[config.mk]
export PLATFORM = sky130hd
export DESIGN_NAME = rv32e_itype_execute
export DESIGN_NICKNAME = d
export VERILOG_FILES = /design/src/rtl/core/rv32e_ie_pkg.sv /design/src/rtl/core/rv32e_ie_alu.sv /design/src/rtl/core/rv32e_ie_state.sv /design/src/rtl/core/rv32e_itype_execute.sv
export SDC_FILE = /design/constraint.sdc
export NUM_CORES = 1
export LEC_CHECK = 0
export BUFFER_PORTS_ARGS = -buffer_cell sky130_fd_sc_hd__buf_2
export CAP_MARGIN = 20
export CORE_MARGIN = 4
export CORE_UTILIZATION = 45
export CTS_CLUSTER_DIAMETER = 120
export DETAILED_ROUTE_END_ITERATION = 10
export MAX_ROUTING_LAYER = met4
export PLACE_DENSITY_LB_ADDON = 0.2
export SKIP_LAST_GASP = 1
export SYNTH_ARGS = -nofsm -noshare
export SYNTH_HDL_FRONTEND = slang
export SYNTH_HIERARCHICAL = 1
export SYNTH_SLANG_ARGS = --single-unit
[constraint.sdc]
create_clock -name clk -period 13.9 [get_ports clk]
set_input_delay 2.085 -clock clk [delete_from_list [all_inputs] [get_ports clk]]
set_output_delay 2.085 -clock clk [all_outputs]
set_load 0.01 [all_outputs]
[src/rtl/core/rv32e_ie_pkg.sv]
// Shared types and constants for the RV32E I-type execute block.
// Opcodes, funct3 codes, status codes and the execute result struct.
// No dependencies.
`default_nettype none

package rv32e_ie_pkg;

  localparam int REG_COUNT = 16;
  localparam int REG_IDX_W = $clog2(REG_COUNT);
  localparam logic [5:0] REG_LIMIT = 6'(REG_COUNT);

  localparam logic [6:0] OP_LOAD  = 7'h03;
  localparam logic [6:0] OP_FENCE = 7'h0F;
  localparam logic [6:0] OP_ALUI  = 7'h13;
  localparam logic [6:0] OP_JALR  = 7'h67;
  localparam logic [6:0] OP_ECALL = 7'h73;

  localparam logic [6:0] F7_ZERO  = 7'h00;
  localparam logic [6:0] F7_ARITH = 7'h20;

  typedef enum logic [2:0] {
    F3_ADD  = 3'd0,
    F3_SLL  = 3'd1,
    F3_SLT  = 3'd2,
    F3_SLTU = 3'd3,
    F3_XOR  = 3'd4,
    F3_SR   = 3'd5,
    F3_OR   = 3'd6,
    F3_AND  = 3'd7
  } funct3_t;

  typedef enum logic [1:0] {
    ST_OK      = 2'd0,
    ST_ILLEGAL = 2'd1,
    ST_LOAD    = 2'd2
  } status_t;

  typedef struct packed {
    status_t     status;
    logic        wr_en;
    logic [4:0]  wr_idx;
    logic [31:0] wr_value;
    logic [31:0] next_pc;
  } exec_res_t;

endpackage

`default_nettype wire

[src/rtl/core/rv32e_ie_alu.sv]
// Combinational execute logic: decode, immediate ALU, JALR target and PC step.
// Depends on rv32e_ie_pkg.
`default_nettype none

module rv32e_ie_alu
  import rv32e_ie_pkg::*;
(
  input  wire logic [6:0]  opcode,
  input  wire logic [2:0]  funct3,
  input  wire logic [4:0]  dest_index,
  input  wire logic [4:0]  src_index,
  input  wire logic [11:0] immediate,
  input  wire logic [31:0] rs_value,
  input  wire logic [31:0] pc,
  output exec_res_t        res
);

  logic [31:0] imm;
  logic [4:0]  shamt;
  logic [6:0]  f7;
  logic [31:0] a;
  logic [31:0] alu_value;
  logic        regs_ok;
  logic        bad_f7;
  logic [31:0] pc_plus4;
  logic [31:0] jump_sum;
  logic        writes;
  logic [31:0] value;

  assign imm      = {{20{immediate[11]}}, immediate};
  assign shamt    = immediate[4:0];
  assign f7       = immediate[11:5];
  assign a        = (src_index == 5'd0) ? 32'd0 : rs_value;
  assign regs_ok  = ({1'b0, dest_index} < REG_LIMIT) && ({1'b0, src_index} < REG_LIMIT);
  assign pc_plus4 = pc + 32'd4;
  assign jump_sum = a + imm;

  always_comb begin
    bad_f7 = 1'b0;
    if (funct3_t'(funct3) == F3_SLL) begin
      bad_f7 = (f7 != F7_ZERO);
    end else if (funct3_t'(funct3) == F3_SR) begin
      bad_f7 = (f7 != F7_ZERO) && (f7 != F7_ARITH);
    end
  end

  always_comb begin
    case (funct3_t'(funct3))
      F3_ADD:  alu_value = a + imm;
      F3_SLL:  alu_value = a << shamt;
      F3_SLT:  alu_value = {31'd0, $signed(a) < $signed(imm)};
      F3_SLTU: alu_value = {31'd0, a < imm};
      F3_XOR:  alu_value = a ^ imm;
      F3_SR: begin
        if (f7 == F7_ARITH) begin
          alu_value = 32'($signed(a) >>> shamt);
        end else begin
          alu_value = a >> shamt;
        end
      end
      F3_OR:   alu_value = a | imm;
      F3_AND:  alu_value = a & imm;
      default: alu_value = a & imm;
    endcase
  end

  always_comb begin
    res.status  = ST_OK;
    res.next_pc = pc;
    writes      = 1'b0;
    value       = 32'd0;
    case (opcode)
      OP_LOAD: begin
        res.status = ST_LOAD;
      end
      OP_FENCE, OP_ECALL: begin
        res.next_pc = pc_plus4;
      end
      OP_ALUI: begin
        if (bad_f7 || !regs_ok) begin
          res.status = ST_ILLEGAL;
        end else begin
          writes      = 1'b1;
          value       = alu_value;
          res.next_pc = pc_plus4;
        end
      end
      OP_JALR: begin
        if (!regs_ok) begin
          res.status = ST_ILLEGAL;
        end else begin
          writes      = 1'b1;
          value       = pc_plus4;
          res.next_pc = {jump_sum[31:1], 1'b0};
        end
      end
      default: begin
        res.status = ST_OK;
      end
    endcase
    res.wr_en    = writes && (dest_index != 5'd0);
    res.wr_idx   = res.wr_en ? dest_index : 5'd0;
    res.wr_value = res.wr_en ? value : 32'd0;
  end

endmodule

`default_nettype wire

[src/rtl/core/rv32e_ie_state.sv]
// Architectural state: register file and program counter.
// One read port, one write port. Depends on rv32e_ie_pkg.
`default_nettype none

module rv32e_ie_state
  import rv32e_ie_pkg::*;
(
  input  wire logic                 clk,
  input  wire logic                 rst_n,
  input  wire logic [REG_IDX_W-1:0] rd_idx,
  output logic      [31:0]          rd_data,
  input  wire logic                 commit,
  input  wire logic                 wr_en,
  input  wire logic [REG_IDX_W-1:0] wr_idx,
  input  wire logic [31:0]          wr_data,
  input  wire logic [31:0]          pc_nxt,
  output logic      [31:0]          pc
);

  logic [31:0] regs_r [REG_COUNT];
  logic [31:0] pc_r;

  assign rd_data = regs_r[rd_idx];
  assign pc      = pc_r;

  always_ff @(posedge clk) begin
    if (!rst_n) begin
      for (int i = 0; i < REG_COUNT; i++) begin
        regs_r[i] <= 32'd0;
      end
      pc_r <= 32'd0;
    end else if (commit) begin
      if (wr_en) begin
        regs_r[wr_idx] <= wr_data;
      end
      pc_r <= pc_nxt;
    end
  end

endmodule

`default_nettype wire

[src/rtl/core/rv32e_itype_execute.sv]
// RV32E I-type execute block, top level: input register, execute, result register.
// Depends on rv32e_ie_pkg, rv32e_ie_alu, rv32e_ie_state.
//
//   channel | direction | ports
//   in      | in        | in_valid, in_stall(out), in_opcode .. in_immediate
//   out     | out       | out_valid, out_stall(in), out_status .. out_next_pc
//
// An input transfer loads the input register; execute then fills the result
// register. One item per cycle while the output is not stalled.
// Execute reads and writes the register file in the same cycle, so a following
// instruction sees the update with no hazard. Reset (sync, active low) clears
// register file, PC and both valid flags. Output stall holds the result and
// backs up into in_stall only once the input register is also occupied.
`default_nettype none

module rv32e_itype_execute
  import rv32e_ie_pkg::*;
(
  input  wire logic        clk,
  input  wire logic        rst_n,
  input  wire logic        in_valid,
  output logic             in_stall,
  input  wire logic [6:0]  in_opcode,
  input  wire logic [2:0]  in_funct3,
  input  wire logic [4:0]  in_dest_index,
  input  wire logic [4:0]  in_src_index,
  input  wire logic [11:0] in_immediate,
  output logic             out_valid,
  input  wire logic        out_stall,
  output logic [1:0]       out_status,
  output logic             out_write_enable,
  output logic [3:0]       out_write_index,
  output logic [31:0]      out_write_value,
  output logic [31:0]      out_next_pc
);

  logic        s1_valid_r;
  logic        s1_valid_nxt;
  logic [6:0]  s1_opcode_r;
  logic [2:0]  s1_funct3_r;
  logic [4:0]  s1_dest_r;
  logic [4:0]  s1_src_r;
  logic [11:0] s1_imm_r;
  logic        out_valid_r;
  logic        out_valid_nxt;
  exec_res_t   out_res_r;
  exec_res_t   res;
  logic        exec_go;
  logic        in_xfer;
  logic [31:0] rs_value;
  logic [31:0] pc;

  assign exec_go  = s1_valid_r && (!out_valid_r || !out_stall);
  assign in_stall = s1_valid_r && !exec_go;
  assign in_xfer  = in_valid && !in_stall;

  assign s1_valid_nxt  = in_xfer ? 1'b1 : (exec_go ? 1'b0 : s1_valid_r);
  assign out_valid_nxt = exec_go ? 1'b1 : ((out_valid_r && !out_stall) ? 1'b0 : out_valid_r);

  rv32e_ie_state u_state (
    .clk     (clk),
    .rst_n   (rst_n),
    .rd_idx  (s1_src_r[REG_IDX_W-1:0]),
    .rd_data (rs_value),
    .commit  (exec_go),
    .wr_en   (res.wr_en),
    .wr_idx  (res.wr_idx[REG_IDX_W-1:0]),
    .wr_data (res.wr_value),
    .pc_nxt  (res.next_pc),
    .pc      (pc)
  );

  rv32e_ie_alu u_alu (
    .opcode     (s1_opcode_r),
    .funct3     (s1_funct3_r),
    .dest_index (s1_dest_r),
    .src_index  (s1_src_r),
    .immediate  (s1_imm_r),
    .rs_value   (rs_value),
    .pc         (pc),
    .res        (res)
  );

  always_ff @(posedge clk) begin
    if (!rst_n) begin
      s1_valid_r  <= 1'b0;
      out_valid_r <= 1'b0;
    end else begin
      s1_valid_r  <= s1_valid_nxt;
      out_valid_r <= out_valid_nxt;
    end
  end

  always_ff @(posedge clk) begin
    if (in_xfer) begin
      s1_opcode_r <= in_opcode;
      s1_funct3_r <= in_funct3;
      s1_dest_r   <= in_dest_index;
      s1_src_r    <= in_src_index;
      s1_imm_r    <= in_immediate;
    end
    if (exec_go) begin
      out_res_r <= res;
    end
  end

  assign out_valid        = out_valid_r;
  assign out_status       = out_res_r.status;
  assign out_write_enable = out_res_r.wr_en;
  assign out_write_index  = out_res_r.wr_idx[3:0];
  assign out_write_value  = out_res_r.wr_value;
  assign out_next_pc      = out_res_r.next_pc;

  a_pc_matches_result: assert property (@(posedge clk) disable iff (!rst_n)
    out_valid_r |-> (pc == out_res_r.next_pc))
    else $error("PC does not match the shown result");

  a_no_write_when_fault: assert property (@(posedge clk) disable iff (!rst_n)
    (out_valid_r && (out_res_r.status != ST_OK)) |-> !out_res_r.wr_en)
    else $error("register write on a faulting instruction");

  a_idle_write_fields: assert property (@(posedge clk) disable iff (!rst_n)
    (out_valid_r && !out_res_r.wr_en) |->
      ((out_res_r.wr_idx == 5'd0) && (out_res_r.wr_value == 32'd0)))
    else $error("write fields not cleared without a write");

  a_stall_only_when_full: assert property (@(posedge clk) disable iff (!rst_n)
    in_stall |-> (s1_valid_r && out_valid_r && out_stall))
    else $error("input stalled with room in the pipeline");

endmodule

`default_nettype wire

=== Word level (Yosys, flattened, before mapping) ===
Memory sizes are Yosys's and may differ from the RTL's. A register that Yosys moved wholly into a read port is not among the register bits.
Cells that the tools add are included.

* Output and inout bits: 73
* Memories kept: 1
* Bits in latches: 0
* Bits in writable memories: 512
* Register bits: 137
* ROM bits: 0

{| class="wikitable"
|+ Memories
! memory !! depth !! width !! read ports !! clocked after Yosys merged registers in !! write ports !! RTL line !! text
|-
| u_state.regs_r || 16 || 32 || 1 || 1 || 16 || rv32e_ie_state.sv:20 || <nowiki>logic [31:0] regs_r [REG_COUNT];</nowiki>
|}

* Bitwise gates (word level): 3
* Divide/modulo/power cells: 0
* Shift-type cells: 3
* Magnitude comparators: 4
* Reductions and logical operators: 22
* Eq/ne operators: 14
* Add/sub/neg operators: 2
* $mul: 0
* Muxes and demuxes: 32

{| class="wikitable"
|+ Operator list
! kind !! number
|-
| $mux W32 || 8
|-
| $pmux W32 S8 || 1
|-
| $pmux W32 S3 || 1
|-
| $pmux W32 S2 || 1
|-
| $add A32 B3 Y32 const B || 1
|-
| $add A32 B32 Y32 || 1
|-
| $and A32 B32 Y32 || 1
|-
| $lt A32 B12 Y1 || 1
|-
| $lt A32 B32 Y1 || 1
|-
| $or A32 B32 Y32 || 1
|-
| $reduce_or A32 Y1 || 1
|-
| $shl A32 B5 Y32 || 1
|-
| $shr A32 B5 Y32 || 1
|-
| $sshr A32 B5 Y32 || 1
|-
| $xor A32 B32 Y32 || 1
|-
| $mux W1 || 16
|-
| $eq A7 B7 Y1 const B || 2
|-
| $eq A3 B3 Y1 const B || 4
|-
| $mux W4 || 3
|-
| $lt A5 B5 Y1 const B || 2
|-
| $eq A7 B2 Y1 const B || 1
|-
| $eq A7 B4 Y1 const B || 1
|-
| $eq A7 B5 Y1 const B || 1
|-
| $eq A7 B6 Y1 const B || 1
|-
| 14 further kinds || 27
|}

=== Longest topological paths before layout ===
* Depth in word-level cells: 14
* Depth in mapped cells: 23
* Depth with buffers taken out: 20

=== By module ===
The synthesis kept the hierarchy.

{| class="wikitable"
|+ Modules (own cells, without submodules)
! module !! area an instance (µm²) !! sequential area each (µm²) !! instances !! cells an instance
|-
| rv32e_ie_state || 23169.7 || 16015.4 || 1 || 1630
|-
| rv32e_ie_alu || 9397.8 || 0.0 || 1 || 1544
|-
| rv32e_itype_execute || 3176.8 || 3133.0 || 1 || 111
|}

=== Worst setup path after synthesis ===
Ideal clock, no wire load.

* Path type: input -> register
* From: in out_stall
* To: mem u_state.regs_r[10][0] (enable)
* Stages: 6
* Data arrival time: 10937 ps
* Setup time: 466 ps
* Buffers on the path: 2
* Path slack: 2498 ps
* Path through: a21boi_0 -> buf_2 -> nor2b_1 -> nand2_1 -> clkbuf_1 -> o21ai_0

{| class="wikitable"
|+ RTL lines
! item !! RTL line !! text
|-
| start, declared || rv32e_itype_execute.sv:29 || <nowiki>input wire logic out_stall,</nowiki>
|-
| end, declared || rv32e_ie_state.sv:20 ||
|}

==> flow_summary.toml <==
[outcome]
outcome = "finished, final reports clean"

[timing]
slew_headroom_pct = 14.4
holdWs_ns = 0.541
final.setup.tns_ns = 0
hold_viol = 0
finalMaxSlewViolations = 0
finalCritPeriodShare_pct = 53.0
finalSetupViolations = 0
tightest_slew_ns = 1.28
finClkSkew_ns = 0.0343
max_freq_ghz = 0.136
rsz0062_at_grt = "no"
fin_crit_ns = 7.36
timing.final.ws_setup_ns = 6.54

[critical_path]
slowest_stage = "buf_4"
setup.worst_path.end_class = "flop"
crit_type = "reg2reg"
path_max_fanout = 90
reg2reg_setup_slack_ns = 6.54
crit_required_ns = 14.36
r2r_end = "u_state/regs_r[6][30]$_SDFFCE_PN0P_"
path_buf_inv = 3
cp_top_family = "simple AND/OR/NAND/NOR gates"
worstRegToRegCells = 20
arrival_ns = 7.82
max_stage_delay_ns = 0.66
reg2reg_from = "s1_src_r[0]$_DFFE_PP_"
critPathLaunchType = "flop"
path_depth = 20
path_cells = "buf_4 > buf_12 > mux4_2 > a22oi_1 > nand2_1 > and2_1 > ha_1 > inv_1 > a21oi_1 > o311ai_0 > a221o_1 > or3b_1 > nor3_1 > o41a_1 > o31ai_4 > a221oi_2 > mux2_4 > nor2_1 > nand2_1 > nor2_1"

[global_route]
grt_pass1_vias = 27200
grt_max_degree = 130
grt_pass1_wl_um = 191000
antenna_found_initial = 4
grt_overflow = 0
grt_usage_pct = 32.5

[power]
p_leak_uw = 0.0136
p_total_uw = 4810
power_switching_uw = 1340
power_frac_comb_pct = 15.2
p_per_area_nw_per_um2 = 121
switching_share_pct = 27.8
p_clk_share_pct = 38.5
power.internal_uw = 3470
pwr-share-seq_pct = 46.3
ir_drop_v = 0.000111

[hold_path]
hp-start = "s1_valid_r$_SDFFE_PN0P_"
min_path_type = "reg2reg"
min_to = "out_valid$_SDFFE_PN0P_"
min_path_cells = 2

[placement]
dpl_worst_slack_ns = 6.57
place_congestion = 1.03
post_dp_cell_area_um2 = 37600
place_hpwl_um = 88200
port_buffers = 108

[floorplan]
initial_core_util_pct = 45.3
fp.dieH_um = 290
io_pins = 109
coreArea_um2 = 78900
dieArea_um2 = 84000
die_x_um = 290
rows = 103

[logic_synthesis]
synthesis.area_um2 = 35700
avgSynthCellArea_um2 = 10.9
syn_nets = 3419
syn_inst = 3283
synth_warnings = 6

[route]
dr.pass1.iters = 6
drt-initial-drc-count = 3673
antenna_left = 0
drcViolationCount = 0
route.vias.total = 27900
wire_per_inst_um = 30.3
routed_wl_um = 134000
viasPerCell = 6.31

[cts]
cts_resized = 0
numCtsBuffers = 73
cts_hold_buf = 0
cts_tree = "yes"
clk_latency_ns = 0.65
clkTransAtPathRegs_ns = 0.06
cts_max_level = 3
cts_root_buf = "clkbuf_16"
clk_path_buf_depth = 3
cts_num_sinks = 649
cts_setup_buffers = 0

[run]
maxCapViolations = 0

[layout]
drive_above_1_share_pct = 14.6
area_delta_synth_final_pct = 11.7
nNetsFinal = 3447
design_area_um2 = 39900
-- metrics by stage --
stage	utilization (%)	std cells
6_report	50.6	4417
5_1_grt	50.6	4416
4_1_cts	50.5	4413
3_5_place_dp	47.6	4283
3_3_place_gp	47.6	4282
2_1_floorplan	-	3283
-- how the worst max path moves through the flow --
stage	start	to	slack [ns]
final	s1_src_r[0]$_DFFE_PP_	u_state/regs_r[6][30]$_SDFFCE_PN0P_	6.54
after global routing	s1_src_r[0]$_DFFE_PP_	u_state/regs_r[15][30]$_SDFFCE_PN0P_	6.08
after detailed placement	s1_src_r[0]$_DFFE_PP_	u_state/regs_r[6][30]$_SDFFCE_PN0P_	6.57
after CTS	s1_src_r[0]$_DFFE_PP_	u_state/regs_r[6][30]$_SDFFCE_PN0P_	6.52
after global placement	s1_src_r[0]$_DFFE_PP_	u_state/regs_r[10][30]$_SDFFCE_PN0P_	6.63
after floorplan	out_stall	u_state/regs_r[10][0]$_SDFFCE_PN0P_	2.50
-- layer usage --
| metal | up-vias | wire length (um) | track usage, % |
|---|---|---|---|
| li1 | 12000 | - | - |
| met1 | 14100 | 54600 | 43.9 |
| met2 | 1483 | 61500 | 49.7 |
| met3 | 232 | 12400 | 5.69 |
| met4 | 0 | 5470 | 11.6 |
| met5 | - | 0 | - |
-- cells in the final DEF, fill, tap and decap left out, drive strengths merged, types with 69 or more instances in the layout --
master    n
nor2    693
edfxtp  615
nand2   337
o21ai   196
buf     194
a21oi   167
mux4    137
ha       99
clkbuf   95
mux2i    83
inv      83
a22oi    69
-- layout make-up --
type,instances,area [um2]
Tap cell,1050,1310
Antenna cell,1,2.50
Multi-Input combinational cell,2313,15600
Clock buffer,95,1940
Timing Repair Buffer,194,1270
Clock inverter,35,343
Inverter,80,300
Sequential cell,649,19100
Fill cell,7023,39000
-- power groups by stage --
| stage | registers, uW | clock network [uW] | logic [uW] |
|---|---|---|---|
| CTS | 2230 | 1880 | 717 |
| floorplan | 2270 | 0 | 447 |
| detailed placement | 2270 | 0 | 714 |
| finish | 2230 | 1850 | 732 |
| global route | 2230 | 1960 | 771 |
| global placement | 2260 | 0 | 716 |
-- state kept, by name, indices dropped and copies added, names as in the netlist --
signal / flops
s1_valid_r: 1
out_next_pc: 32
out_valid: 1
s1_dest_r: 5
u_state/regs_r: 512
out_write_enable: 1
out_status: 2
s1_funct3_r: 3
out_write_value: 32
s1_imm_r: 12
s1_opcode_r: 7
u_state/pc: 32
s1_src_r: 5
out_write_index: 4
-- worst min-delay path, cell delays in order, from the launching register on --
cell     delay [ns]
dfxtp_1        0.33
a21oi_1        0.11
nor2b_1        0.05
No activity file was read; power rests on OpenSTA's default activity.
